===== config.mk =====
export PLATFORM = sky130hd
export DESIGN_NAME = leaky_bucket_packet_shaper
export DESIGN_NICKNAME = d
export VERILOG_FILES = /design/src/rtl/core/lbs_pkg.sv /design/src/rtl/core/leaky_bucket_packet_shaper.sv /design/src/rtl/core/lbs_ram.sv /design/src/rtl/core/lbs_front.sv /design/src/rtl/core/lbs_back.sv
export SDC_FILE = /design/constraint.sdc
export NUM_CORES = 1
export LEC_CHECK = 0
export BUFFER_PORTS_ARGS = -buffer_cell sky130_fd_sc_hd__buf_2
export CAP_MARGIN = 10
export CORE_MARGIN = 2
export CORE_UTILIZATION = 45
export CTS_CLUSTER_DIAMETER = 50
export CTS_CLUSTER_SIZE = 40
export DETAILED_ROUTE_END_ITERATION = 8
export GPL_TIMING_DRIVEN = 0
export HOLD_SLACK_MARGIN = 0.12
export SLEW_MARGIN = 10
export SYNTH_ARGS = -nofsm -noshare
export SYNTH_HDL_FRONTEND = slang
export SYNTH_SLANG_ARGS = --single-unit

===== constraint.sdc =====
create_clock -name clock -period 20 [get_ports clock]
set_input_delay 1 -clock clock [delete_from_list [all_inputs] [get_ports clock]]
set_output_delay 1 -clock clock [all_outputs]
set_load 0.005 [all_outputs]

===== src/rtl/core/lbs_pkg.sv =====
`timescale 1ns / 1ps
// ----------------------------------------------------------------------------
// Leaky-bucket shaper package
// Shared widths, constants, codes and the command word passed from the front
// end to the back end of the shaper.
// ----------------------------------------------------------------------------
package lbs_pkg;

   // Field widths of the payload.
   localparam int SIZE_W  = 16;
   localparam int ID_W    = 16;
   localparam int ENTRY_W = ID_W + SIZE_W;

   // Default number of packet slots in the queue.
   localparam int QUEUE_DEPTH_DEF = 16;

   // Most packets sent by one tick, and the width of the counter for it.
   localparam int MAX_RESULTS = 16;
   localparam int SENT_W      = $clog2(MAX_RESULTS + 1);

   // Register file: two 16-bit registers at byte addresses 0 and 4.
   localparam int CSR_ADDR_W = 3;
   localparam int CSR_DATA_W = 32;
   localparam logic [SIZE_W-1:0] CAPACITY_RESET = 16'd1000;
   localparam logic [SIZE_W-1:0] LEAK_RESET     = 16'd400;

   typedef enum logic {
      REG_CAPACITY = 1'b0,
      REG_LEAK     = 1'b1
   } reg_index_type;

   // Operation codes of an input word.
   typedef enum logic {
      OP_ADD  = 1'b0,
      OP_TICK = 1'b1
   } op_type;

   // Status codes of a result word.
   typedef enum logic [1:0] {
      ST_ACCEPTED = 2'd0,
      ST_REJECTED = 2'd1,
      ST_SENT     = 2'd2,
      ST_IDLE     = 2'd3
   } status_type;

   // Classified command handed from the front end to the back end.
   typedef struct packed {
      op_type              op;
      logic [SIZE_W-1:0]   size;
   } cmd_type;

endpackage


===== src/rtl/core/leaky_bucket_packet_shaper.sv =====
`timescale 1ns / 1ps
// ----------------------------------------------------------------------------
// Leaky-bucket packet shaper
// Byte-based shaper: add words queue packets within a byte capacity, tick
// words drain queued packets in order within a per-tick byte budget.
// ----------------------------------------------------------------------------
// Channel   Direction  Handshake          Payload
// req       in         req_valid/ready    operation, packet_size
// rsp       out        rsp_valid/ready    status, packet_id, last
// csr       in/out     psel/penable       paddr, pwdata, prdata (capacity, leak)
//
// Adds flow at one per cycle while the result word is not stalled; an add's
// result word is registered and valid in the cycle after acceptance.
// A tick starts, sends one packet per cycle (at most 16) unless the result
// word stalls, and closes with the last or idle word, paced by the single
// read port of the queue RAM; the back end takes no new command until it closes.
// Reset is synchronous; it empties the queue, clears occupancy, sets the next
// id to one and loads capacity 1000 and leak rate 400.
// A stalled result word holds the back end; a two-word queue in front keeps
// taking input words until it fills.
// ----------------------------------------------------------------------------
module leaky_bucket_packet_shaper
   import lbs_pkg::*;
#(
   parameter int QUEUE_DEPTH = QUEUE_DEPTH_DEF
) (
   input  logic                  clock,
   input  logic                  reset,
   input  logic                  req_valid,
   output logic                  req_ready,
   input  logic                  req_operation,
   input  logic [SIZE_W-1:0]     req_packet_size,
   output logic                  rsp_valid,
   input  logic                  rsp_ready,
   output logic [1:0]            rsp_status,
   output logic [ID_W-1:0]       rsp_packet_id,
   output logic                  rsp_last,
   input  logic                  psel,
   input  logic                  penable,
   input  logic                  pwrite,
   input  logic [CSR_ADDR_W-1:0] paddr,
   input  logic [CSR_DATA_W-1:0] pwdata,
   output logic [CSR_DATA_W-1:0] prdata,
   output logic                  pready
);

   logic [SIZE_W-1:0] capacity_ff, capacity_in;
   logic [SIZE_W-1:0] leak_ff, leak_in;
   reg_index_type     reg_index;
   logic              csr_write;
   logic              cmd_valid;
   logic              cmd_ready;
   cmd_type           cmd;

   // Register file: writes complete in the access phase.
   assign pready    = 1'b1;
   assign reg_index = reg_index_type'(paddr[CSR_ADDR_W-1:2]);
   assign csr_write = psel && penable && pwrite && pready;

   always_comb begin
      capacity_in = capacity_ff;
      leak_in     = leak_ff;
      if (csr_write) begin
         unique case (reg_index)
            REG_CAPACITY: capacity_in = pwdata[SIZE_W-1:0];
            REG_LEAK:     leak_in     = pwdata[SIZE_W-1:0];
         endcase
      end
   end

   always_comb begin
      unique case (reg_index)
         REG_CAPACITY: prdata = {{(CSR_DATA_W - SIZE_W){1'b0}}, capacity_ff};
         REG_LEAK:     prdata = {{(CSR_DATA_W - SIZE_W){1'b0}}, leak_ff};
      endcase
   end

   always_ff @(posedge clock) begin
      if (reset) begin
         capacity_ff <= CAPACITY_RESET;
         leak_ff     <= LEAK_RESET;
      end else begin
         capacity_ff <= capacity_in;
         leak_ff     <= leak_in;
      end
   end

   // Front end: accept and classify input words.
   lbs_front u_front (
      .clock           (clock),
      .reset           (reset),
      .req_valid       (req_valid),
      .req_ready       (req_ready),
      .req_operation   (req_operation),
      .req_packet_size (req_packet_size),
      .cmd_valid       (cmd_valid),
      .cmd_ready       (cmd_ready),
      .cmd             (cmd)
   );

   // Back end: queue management and result generation.
   lbs_back #(
      .QUEUE_DEPTH (QUEUE_DEPTH)
   ) u_back (
      .clock          (clock),
      .reset          (reset),
      .cmd_valid      (cmd_valid),
      .cmd_ready      (cmd_ready),
      .cmd            (cmd),
      .capacity_bytes (capacity_ff),
      .leak_rate      (leak_ff),
      .rsp_valid      (rsp_valid),
      .rsp_ready      (rsp_ready),
      .rsp_status     (rsp_status),
      .rsp_packet_id  (rsp_packet_id),
      .rsp_last       (rsp_last)
   );

endmodule


===== src/rtl/core/lbs_ram.sv =====
`timescale 1ns / 1ps
// ----------------------------------------------------------------------------
// Generic single-port-write, single-port-read RAM
// One write and one read per cycle; the read data is registered.
// ----------------------------------------------------------------------------
module lbs_ram #(
   parameter int WIDTH = 32,
   parameter int DEPTH = 16,
   parameter int ADDR_W = (DEPTH > 1) ? $clog2(DEPTH) : 1
) (
   input  logic              clock,
   input  logic              wr_en,
   input  logic [ADDR_W-1:0] wr_addr,
   input  logic [WIDTH-1:0]  wr_data,
   input  logic [ADDR_W-1:0] rd_addr,
   output logic [WIDTH-1:0]  rd_data
);

   logic [WIDTH-1:0] mem_ff [DEPTH];
   logic [WIDTH-1:0] rd_data_ff;

   // Write port and registered read port.
   always_ff @(posedge clock) begin
      if (wr_en) begin
         mem_ff[wr_addr] <= wr_data;
      end
      rd_data_ff <= mem_ff[rd_addr];
   end

   assign rd_data = rd_data_ff;

endmodule


===== src/rtl/core/lbs_front.sv =====
`timescale 1ns / 1ps
// ----------------------------------------------------------------------------
// Shaper front end
// Accepts input words, classifies them into add or tick commands and holds
// them in a two-entry queue ahead of the back end.
// ----------------------------------------------------------------------------
module lbs_front
   import lbs_pkg::*;
(
   input  logic              clock,
   input  logic              reset,
   input  logic              req_valid,
   output logic              req_ready,
   input  logic              req_operation,
   input  logic [SIZE_W-1:0] req_packet_size,
   output logic              cmd_valid,
   input  logic              cmd_ready,
   output cmd_type           cmd
);

   cmd_type    cmd_ff [2];
   cmd_type    cmd_in;
   logic       wr_ptr_ff, wr_ptr_in;
   logic       rd_ptr_ff, rd_ptr_in;
   logic [1:0] fill_ff, fill_in;
   logic       push;
   logic       pop;

   // Classify the incoming word; a tick carries no size.
   always_comb begin
      cmd_in.op   = op_type'(req_operation);
      cmd_in.size = (cmd_in.op == OP_TICK) ? '0 : req_packet_size;
   end

   assign req_ready = (fill_ff != 2'd2);
   assign cmd_valid = (fill_ff != 2'd0);
   assign cmd       = cmd_ff[rd_ptr_ff];
   assign push      = req_valid && req_ready;
   assign pop       = cmd_valid && cmd_ready;

   // Queue pointers and fill level.
   always_comb begin
      wr_ptr_in = push ? ~wr_ptr_ff : wr_ptr_ff;
      rd_ptr_in = pop ? ~rd_ptr_ff : rd_ptr_ff;
      unique case ({push, pop})
         2'b10:   fill_in = fill_ff + 2'd1;
         2'b01:   fill_in = fill_ff - 2'd1;
         default: fill_in = fill_ff;
      endcase
   end

   always_ff @(posedge clock) begin
      if (reset) begin
         wr_ptr_ff <= 1'b0;
         rd_ptr_ff <= 1'b0;
         fill_ff   <= 2'd0;
      end else begin
         wr_ptr_ff <= wr_ptr_in;
         rd_ptr_ff <= rd_ptr_in;
         fill_ff   <= fill_in;
      end
   end

   // Queue storage needs no reset.
   always_ff @(posedge clock) begin
      if (push) begin
         cmd_ff[wr_ptr_ff] <= cmd_in;
      end
   end

endmodule


===== src/rtl/core/lbs_back.sv =====
`timescale 1ns / 1ps
// ----------------------------------------------------------------------------
// Shaper back end
// Executes add and tick commands against the packet queue, keeps the byte
// occupancy and id counter, and drives the registered result word.
// ----------------------------------------------------------------------------
module lbs_back
   import lbs_pkg::*;
#(
   parameter int QUEUE_DEPTH = QUEUE_DEPTH_DEF
) (
   input  logic              clock,
   input  logic              reset,
   input  logic              cmd_valid,
   output logic              cmd_ready,
   input  cmd_type           cmd,
   input  logic [SIZE_W-1:0] capacity_bytes,
   input  logic [SIZE_W-1:0] leak_rate,
   output logic              rsp_valid,
   input  logic              rsp_ready,
   output logic [1:0]        rsp_status,
   output logic [ID_W-1:0]   rsp_packet_id,
   output logic              rsp_last
);

   localparam int PTR_W = (QUEUE_DEPTH > 1) ? $clog2(QUEUE_DEPTH) : 1;
   localparam int CNT_W = $clog2(QUEUE_DEPTH + 1);
   localparam logic [PTR_W-1:0]  LAST_SLOT  = PTR_W'(QUEUE_DEPTH - 1);
   localparam logic [CNT_W-1:0]  FULL_COUNT = CNT_W'(QUEUE_DEPTH);
   localparam logic [SENT_W-1:0] SENT_LIMIT = SENT_W'(MAX_RESULTS);

   typedef enum logic {
      S_IDLE = 1'b0,
      S_TICK = 1'b1
   } state_type;

   state_type         state_ff, state_in;
   logic [PTR_W-1:0]  head_ff, head_in;
   logic [PTR_W-1:0]  tail_ff, tail_in;
   logic [CNT_W-1:0]  count_ff, count_in;
   logic [SIZE_W-1:0] occ_ff, occ_in;
   logic [ID_W-1:0]   next_id_ff, next_id_in;
   logic [SIZE_W-1:0] budget_ff, budget_in;
   logic [SENT_W-1:0] sent_ff, sent_in;
   logic              pend_valid_ff, pend_valid_in;
   logic [ID_W-1:0]   pend_id_ff, pend_id_in;
   logic              rsp_valid_ff, rsp_valid_in;
   status_type        rsp_status_ff, rsp_status_in;
   logic [ID_W-1:0]   rsp_id_ff, rsp_id_in;
   logic              rsp_last_ff, rsp_last_in;

   logic               can_emit;
   logic [SIZE_W:0]    occ_sum;
   logic               fits_cap;
   logic               has_room;
   logic               fits_budget;
   logic [PTR_W-1:0]   head_step;
   logic [PTR_W-1:0]   tail_step;
   logic               wr_en;
   logic [ENTRY_W-1:0] wr_data;
   logic [ENTRY_W-1:0] rd_data;
   logic [ID_W-1:0]    rd_id;
   logic [SIZE_W-1:0]  rd_size;

   // Packet queue storage: id in the upper half, size in the lower half.
   lbs_ram #(
      .WIDTH (ENTRY_W),
      .DEPTH (QUEUE_DEPTH)
   ) u_queue_ram (
      .clock   (clock),
      .wr_en   (wr_en),
      .wr_addr (tail_ff),
      .wr_data (wr_data),
      .rd_addr (head_in),
      .rd_data (rd_data)
   );

   assign wr_data = {next_id_ff, cmd.size};
   assign rd_id   = rd_data[ENTRY_W-1:SIZE_W];
   assign rd_size = rd_data[SIZE_W-1:0];

   // The result register can take a new word when empty or being drained.
   assign can_emit  = !rsp_valid_ff || rsp_ready;
   assign cmd_ready = (state_ff == S_IDLE) && can_emit;

   // Admission checks for an add.
   assign occ_sum  = {1'b0, occ_ff} + {1'b0, cmd.size};
   assign fits_cap = (occ_sum <= {1'b0, capacity_bytes});
   assign has_room = (count_ff != FULL_COUNT);

   // Pointer wrap at the queue depth.
   assign head_step = (head_ff == LAST_SLOT) ? '0 : head_ff + PTR_W'(1);
   assign tail_step = (tail_ff == LAST_SLOT) ? '0 : tail_ff + PTR_W'(1);

   // The head packet may go out on this tick.
   assign fits_budget = (count_ff != '0) && (sent_ff != SENT_LIMIT) &&
                        (rd_size <= budget_ff);

   // Next-state logic. During a tick the RAM reads the next head every cycle,
   // so one packet leaves per cycle unless the result word stalls. A sent packet
   // is held in the pending slot until it is known whether another one follows.
   always_comb begin
      state_in      = state_ff;
      head_in       = head_ff;
      tail_in       = tail_ff;
      count_in      = count_ff;
      occ_in        = occ_ff;
      next_id_in    = next_id_ff;
      budget_in     = budget_ff;
      sent_in       = sent_ff;
      pend_valid_in = pend_valid_ff;
      pend_id_in    = pend_id_ff;
      rsp_valid_in  = rsp_valid_ff && !rsp_ready;
      rsp_status_in = rsp_status_ff;
      rsp_id_in     = rsp_id_ff;
      rsp_last_in   = rsp_last_ff;
      wr_en         = 1'b0;

      unique case (state_ff)
         S_IDLE: begin
            if (cmd_valid && cmd_ready) begin
               if (cmd.op == OP_TICK) begin
                  state_in      = S_TICK;
                  budget_in     = leak_rate;
                  sent_in       = '0;
                  pend_valid_in = 1'b0;
               end else begin
                  next_id_in   = next_id_ff + ID_W'(1);
                  rsp_valid_in = 1'b1;
                  rsp_id_in    = next_id_ff;
                  rsp_last_in  = 1'b1;
                  if (fits_cap && has_room) begin
                     wr_en         = 1'b1;
                     tail_in       = tail_step;
                     count_in      = count_ff + CNT_W'(1);
                     occ_in        = occ_sum[SIZE_W-1:0];
                     rsp_status_in = ST_ACCEPTED;
                  end else begin
                     rsp_status_in = ST_REJECTED;
                  end
               end
            end
         end
         S_TICK: begin
            if (fits_budget) begin
               if (!pend_valid_ff || can_emit) begin
                  head_in       = head_step;
                  count_in      = count_ff - CNT_W'(1);
                  occ_in        = (occ_ff >= rd_size) ? occ_ff - rd_size : '0;
                  budget_in     = budget_ff - rd_size;
                  sent_in       = sent_ff + SENT_W'(1);
                  pend_valid_in = 1'b1;
                  pend_id_in    = rd_id;
                  if (pend_valid_ff) begin
                     rsp_valid_in  = 1'b1;
                     rsp_status_in = ST_SENT;
                     rsp_id_in     = pend_id_ff;
                     rsp_last_in   = 1'b0;
                  end
               end
            end else if (can_emit) begin
               // Tick ends: flush the pending packet as last, or report idle.
               state_in      = S_IDLE;
               pend_valid_in = 1'b0;
               rsp_valid_in  = 1'b1;
               rsp_last_in   = 1'b1;
               if (pend_valid_ff) begin
                  rsp_status_in = ST_SENT;
                  rsp_id_in     = pend_id_ff;
               end else begin
                  rsp_status_in = ST_IDLE;
                  rsp_id_in     = '0;
               end
            end
         end
      endcase
   end

   // State and registered outputs.
   always_ff @(posedge clock) begin
      if (reset) begin
         state_ff      <= S_IDLE;
         head_ff       <= '0;
         tail_ff       <= '0;
         count_ff      <= '0;
         occ_ff        <= '0;
         next_id_ff    <= ID_W'(1);
         sent_ff       <= '0;
         pend_valid_ff <= 1'b0;
         rsp_valid_ff  <= 1'b0;
      end else begin
         state_ff      <= state_in;
         head_ff       <= head_in;
         tail_ff       <= tail_in;
         count_ff      <= count_in;
         occ_ff        <= occ_in;
         next_id_ff    <= next_id_in;
         sent_ff       <= sent_in;
         pend_valid_ff <= pend_valid_in;
         rsp_valid_ff  <= rsp_valid_in;
      end
      budget_ff     <= budget_in;
      pend_id_ff    <= pend_id_in;
      rsp_status_ff <= rsp_status_in;
      rsp_id_ff     <= rsp_id_in;
      rsp_last_ff   <= rsp_last_in;
   end

   assign rsp_valid     = rsp_valid_ff;
   assign rsp_status    = rsp_status_ff;
   assign rsp_packet_id = rsp_id_ff;
   assign rsp_last      = rsp_last_ff;

   // The queue never holds more packets than it has slots.
   assert property (@(posedge clock) disable iff (reset)
      count_ff <= FULL_COUNT)
      else $error("packet queue count exceeds its depth");

   // A tick never sends more than the result limit.
   assert property (@(posedge clock) disable iff (reset)
      sent_ff <= SENT_LIMIT)
      else $error("tick sent more packets than allowed");

   // Only a sent packet may be followed by more words of the same tick.
   assert property (@(posedge clock) disable iff (reset)
      rsp_valid_ff && !rsp_last_ff |-> rsp_status_ff == ST_SENT)
      else $error("non-final result word is not a sent packet");

   // An idle tick reports id zero.
   assert property (@(posedge clock) disable iff (reset)
      rsp_valid_ff && rsp_status_ff == ST_IDLE |-> rsp_id_ff == '0)
      else $error("idle tick result carries a nonzero id");

   // A packet is pending only while a tick is running.
   assert property (@(posedge clock) disable iff (reset)
      pend_valid_ff |-> state_ff == S_TICK)
      else $error("pending packet outside a tick");

endmodule

==> results of run 1 <==
worst register-to-register path, stage by stage, from the launching register on:
cell and delay (ps):
dfxtp_1 300, clkbuf_1 360, buf_1 540, mux2_2 600, ha_1 360, fa_1 440
a211oi_1 360, o21ai_0 200, a21oi_1 300, o31a_1 310, o21bai_1 90, a21oi_1 420
xnor2_1 190, ha_1 260, nand2_1 90, nor4_1 70, a2111oi_0 630, o21ai_0 370
nor3_2 550, clkbuf_1 330, and3_2 650, buf_12 270
worst max-delay path by stage:
stage,from,endpoint,depth (start not counted)
after floorplan,flop,u_back.u_queue_ram.mem_ff[3][0],20
after global placement,flop,u_back.u_queue_ram.mem_ff[3][17],19
after detailed placement,flop,u_back.u_queue_ram.mem_ff[6][20],20
after CTS,flop,u_back.u_queue_ram.mem_ff[8][5],21
after global routing,flop,u_back.u_queue_ram.mem_ff[8][6],21
final,flop,u_back.u_queue_ram.mem_ff[8][6],21
routing by layer:
metal / routed length [um] / vias to the layer above / global-route usage
met5: 0 / - / 0
met4: 3090 / 0 / 0.0861
met3: 12200 / 231 / 0.0668
met2: 48500 / 1472 / 0.442
met1: 43500 / 12100 / 0.393
li1: - / 10700 / -
cells in the mapped netlist (33+ instances only):
cell / number
edfxtp_1: 597
inv_1: 192
o21ai_0: 304
a221oi_1: 138
a21oi_1: 79
buf_2: 42
or4_1: 33
a32oi_1: 129
ha_1: 76
o311a_1: 129
xnor2_1: 37
nor2_1: 81
nand2_1: 119
dfxtp_1: 122
clkbuf_1: 168
cells by family (layout without fill, tap and decap cells):
group,Yosys count,after routing,share of synthesized area
AOI/OAI and AO/OA,910,910,0.204
xor gates and xnor gates,53,53,0.0142
adders and majority gates,80,80,0.0316
buffers and inverters,430,668,0.0533
DFF,719,719,0.625
muxes,32,32,0.0109
other,2,18,0.000230
and+or+nand+nor,393,393,0.0606
state kept, by name (all words and copies together), names as in the netlist, named ones only:
name                        count
u_back.u_queue_ram.mem_ff     512
u_front.cmd_ff                 34
u_back.u_queue_ram.rd_data     32
capacity_ff                    16
leak_ff                        16
u_back.budget_ff               16
u_back.next_id_ff              16
u_back.occ_ff                  16
u_back.pend_id_ff              16
u_back.rsp_packet_id           16
u_back.count_ff                 5
u_back.sent_ff                  5
u_back.head_ff                  4
u_back.tail_ff                  4
u_back.rsp_status               2
u_front.fill_ff                 2
u_back.pend_valid_ff            1
u_back.rsp_last                 1
u_back.rsp_valid                1
u_back.state_ff                 1
u_front.rd_ptr_ff               1
u_front.wr_ptr_ff               1
power by group through the flow:
stage | clock network (mW) | logic [mW] | registers [mW]
after floorplan | 0 | 0.689 | 1.86
after global placement | 0 | 0.996 | 1.88
after detailed placement | 0 | 1.03 | 1.88
after CTS | 1.53 | 1.04 | 1.85
after global routing | 1.58 | 1.15 | 1.86
final | 1.52 | 1.05 | 1.85
layout make-up:
type | instances | area [um2] | share of cell area
Buffer | 237 | 1010 | 0.0271
Multi-Input combinational cell | 1485 | 10600 | 0.283
Timing Repair Buffer | 94 | 746 | 0.0200
Antenna cell | 1 | 2.50 | 0.0000670
Clock buffer | 92 | 2090 | 0.0559
Tap cell | 950 | 1190 | 0.0318
Sequential cell | 719 | 20400 | 0.546
Inverter | 193 | 724 | 0.0194
Clock inverter | 52 | 622 | 0.0167
==> impl_metrics.toml, run 1 <==
[run_status]
outcome = "finished, final reports clean"

[global_route]
antenna_found_initial = 1
grt_max_degree = 33
grt_pass1_wl_um = 155000
first_global_vias = 23600
grt.overflow.total = 0
grt_usage = 0.283

[floorplan]
die_h_um = 273
fp-row-count = 98
dieArea_um2 = 74600
placeableCoreArea_um2 = 71600
io_pins = 113
die_w_um = 273
start_util = 0.455

[sta]
slew_headroom = 0.235
hold_viol = 0
finClkSkew_ps = 50.4
whs_ps = 407
grt_setup_unrepaired = "no"
setup_violations = 0
fin_crit_sh = 0.401
worst_slack_ps = 11980
post-route-min-period_ps = 8020
slew_viol_final = 0
worstMarginPinSlew_ps = 1150
fmax_mhz = 125
tns_ps = 0

[place]
placed_cell_area_um2 = 34600
gp_congestion = 0.930
post-place-cells = 3678
dp_slack_ps = 12200
dp_hpwl_um = 76400
io_buffers = 75

[finish]
mostFrequentLayoutCell = "edfxtp_1"
layout_common_cells = "597 x edfxtp_1, 303 x o21ai_0, 192 x inv_1, 176 x clkbuf_1, 138 x a221oi_1"
fin_cells = 3823
num-nets-final = 2946
drive_gt1_frac = 0.123
fill_cells = 6159
area_growth_pct = 14.6
fin_area_um2 = 37300
final_util = 0.521

[power_and_ir_drop]
p_clk_frac = 0.344
p_leak_nw = 13.1
p_seq_frac = 0.419
swShare = 0.316
p_comb_frac = 0.238
p_sw_mw = 1.40
finalPower_mw = 4.42
p_int_mw = 3.02
ir_worst_vdd_mv = 0.0531
power.density_nw_per_um2 = 118

[run]
max_cap_viol_count = 0

[cts]
hold_buffers = 0
cts_buffers = 77
clock_sinks = 719
worstSkewPairLatency_ps = 640
cts.path.max_buffers = 3
cts_tree = "built"
postCtsSetupRepairBufs = 0
clockRootBuffer = "clkbuf_16"
ctsResizeCount = 0
h-tree-depth = 3
clk_pin_slew_ps = 80

[min_path]
hold_path_end = "u_back.pend_id_ff[7]"
hp-start = "u_back.u_queue_ram.rd_data[23]"
min_path_cells = 0
hp-class = "flop to flop"

[setup_path]
end_kind = "flop"
critPathKind = "flop to flop"
critical-path-max-stage-delay_ps = 650
critPathTopFamily = "compound AO/OA/AOI/OAI gates"
critPathLaunchType = "flop"
path_buf_inv = 4
reg2reg_to = "u_back.u_queue_ram.mem_ff[8][6]"
crit_chain = "clkbuf_1, buf_1, mux2_2, ha_1, fa_1, a211oi_1, o21ai_0, a21oi_1, o31a_1, o21bai_1, a21oi_1, xnor2_1, ha_1, nand2_1, nor4_1, a2111oi_0, o21ai_0, nor3_2, clkbuf_1, and3_2, buf_12"
ff2ff_path_depth = 21
arrival_ps = 8320
critical_path.max_fanout = 18
cp_slowest_cell = "and3_2"
critPathRequiredTime_ps = 20300
rrSetupSlack_ps = 11980

[routing]
ant_nets = 0
drt_drc_violations_left = 0
drt_wl_total_um = 107000
vias = 24500
drtIter0Drc = 3235
firstDrtPassIters = 8
vias_per_cell = 6.40
wl_per_cell_um = 28.0

[synthesis]
yosys_warnings = 0
syn_inst = 2619
synthArstFlopShare = 0
synth_area_um2 = 32600
synth.distinct_cells = 75
synthTopCellsByArea = "edfxtp_1 55%, dfxtp_1 7.5%, o21ai_0 4.7%, o311a_1 4.0%, a221oi_1 3.7%"
synth_flop_cell = "edfxtp_1"
synth_edf_count = 597
ys_seq_elements = 719
yosys.area.top_type_share = 0.550
synth.largest_area_cell = "edfxtp_1"
synth.yosys.seq_area_share = 0.625
syn_avg_cell_area_um2 = 12.4
(Power assumes the default switching activity.)
==> inputs of run 2 (changes only) <==
==> constraint.sdc (replaced) <==
create_clock -name clock -period 7.68 [get_ports clock]
set_input_delay 0.384 -clock clock [delete_from_list [all_inputs] [get_ports clock]]
set_output_delay 0.384 -clock clock [all_outputs]
set_load 0.005 [all_outputs]
==> impl_metrics.toml, run 2 (synthesis gave the netlist of run 1 again) <==
[run_status]
outcome = "finished, final reports clean"

[place]
gp_congestion = 0.930
post-place-cells = 3678
dp_slack_ps = -122
io_buffers = 75
dp_hpwl_um = 76400
placed_cell_area_um2 = 34600

[sta]
grt_setup_unrepaired = "no"
post-route-min-period_ps = 7340
worst_slack_ps = 344
slew_headroom = 0.204
whs_ps = 144
setup_violations = 0
hold_viol = 0
slew_viol_final = 0
worstMarginPinSlew_ps = 1190
fmax_mhz = 136
finClkSkew_ps = 50.2
fin_crit_sh = 0.955

[global_route]
grt_pass1_wl_um = 156000
busiest_layer = "met2"
use_met3 = 0.0666
grt.overflow.total = 0
grt_util_met2 = 0.444
first_global_vias = 23700
gr-usage-met1 = 0.394
grt_max_degree = 33
grt_usage = 0.284
antenna_found_initial = 1

[cts]
clock_sinks = 719
cts_buffers = 77
cts.path.max_buffers = 3
cts_tree = "built"
clk_pin_slew_ps = 50
clockRootBuffer = "clkbuf_16"
worstSkewPairLatency_ps = 640
h-tree-depth = 3

[setup_path]
critPathKind = "flop to flop"
critPathLaunchType = "flop"
critical_path.max_fanout = 20
reg2reg_to = "u_back.u_queue_ram.mem_ff[9][8]"
rrSetupSlack_ps = 340
end_kind = "flop"
critPathRequiredTime_ps = 7970
arrival_ps = 7630
ff2ff_path_depth = 21

[routing]
wl_per_cell_um = 27.9
drt_drc_violations_left = 0
vias = 24600
ant_nets = 0
vias_per_cell = 6.38
drt_wl_total_um = 108000
drtIter0Drc = 3224
firstDrtPassIters = 6

[finish]
layout_common_cells = "597 x edfxtp_1, 303 x o21ai_0, 192 x inv_1, 175 x clkbuf_1, 138 x a221oi_1"
drive_gt1_frac = 0.123
fin_area_um2 = 37600
area_growth_pct = 15.4
num-nets-final = 2969
regMostFlops = "u_back.u_queue_ram.mem_ff"
largest_reg_flops = 512
mostFrequentLayoutCell = "edfxtp_1"
fin_cells = 3847

[floorplan]
die_h_um = 273
fp-row-count = 98
dieArea_um2 = 74600
start_util = 0.455
io_pins = 113
placeableCoreArea_um2 = 71600
die_w_um = 273

[min_path]
min_path_cells = 2
hold_path_end = "u_front.cmd_ff[0][4]"
hp-start = "req_packet_size[4]"
hp-class = "input port to flop"

[power_and_ir_drop]
ir_worst_vdd_mv = 0.138
p_leak_nw = 13.2
power.density_nw_per_um2 = 307

[run]
max_cap_viol_count = 0
==> run 2: per-stage QoR <==
step / TNS (ps) / total power [mW] / util
2_1_floorplan: 0 / 6.64 / -
3_3_place_gp: -484510 / 7.50 / 0.478
3_5_place_dp: -11250 / 7.59 / 0.483
4_1_cts: 0 / 11.5 / 0.524
5_1_grt: 0 / 12.0 / 0.525
6_report: 0 / 11.5 / 0.525
==> run 2: layout make-up <==
type / instances / area, um2
Fill cell: 6130 / 34000
Timing Repair Buffer: 118 / 996
Tap cell: 950 / 1190
Clock buffer: 92 / 2090
Multi-Input combinational cell: 1485 / 10600
Inverter: 193 / 724
Sequential cell: 719 / 20400
Buffer: 236 / 1010
Antenna cell: 2 / 5.00
Clock inverter: 52 / 622
==> run 2: how the worst max path moves through the flow <==
stage	to	from	slack [ps]
finish	u_back.u_queue_ram.mem_ff[9][8]	flop	340
global route	u_back.u_queue_ram.mem_ff[9][7]	flop	40
CTS	u_back.u_queue_ram.mem_ff[8][5]	flop	40
detailed placement	u_back.u_queue_ram.mem_ff[6][20]	flop	-120
global placement	u_back.u_queue_ram.mem_ff[3][17]	flop	-3200
floorplan	u_back.u_queue_ram.mem_ff[3][0]	flop	440
==> run 2: critical path, stage by stage, from the launching register on <==
cell and delay [ps]:
dfxtp_1 530, buf_2 340, mux2_2 570, ha_1 340
fa_1 440, a211oi_1 360, o21ai_0 200, a21oi_1 300
o31a_1 310, o21bai_1 90, a21oi_1 440, xnor2_1 140
ha_1 310, nand2_1 70, nor4_1 360, o2bb2ai_1 220
o31a_1 170, o21ai_0 240, nor3_4 390, clkbuf_1 360
and3_2 530, buf_12 240
==> run 2: timing repair <==
action,4_1_cts,5_1_grt
pin swaps,0,1
hold buffers,23,0
endpoints found under the hold margin,46,0
resized for setup,1,8
buffers inserted,0,1
endpoints found under the setup margin,182,397
==> run 2: power breakdown <==
| group | total, mW | leakage (nW) | switching [mW] | internal [mW] |
|---|---|---|---|---|
| clock | 3.95 | 1.32 | 1.71 | 2.25 |
| sequential | 4.83 | 6.42 | 0.162 | 4.67 |
| combinational | 2.76 | 5.42 | 1.79 | 0.973 |
==> run 2: metal layers <==
layer	share of wire	routed length [um]
met5	0.00012	13
met4	0.026	2840
met2	0.46	49100
met3	0.11	11700
met1	0.41	43800
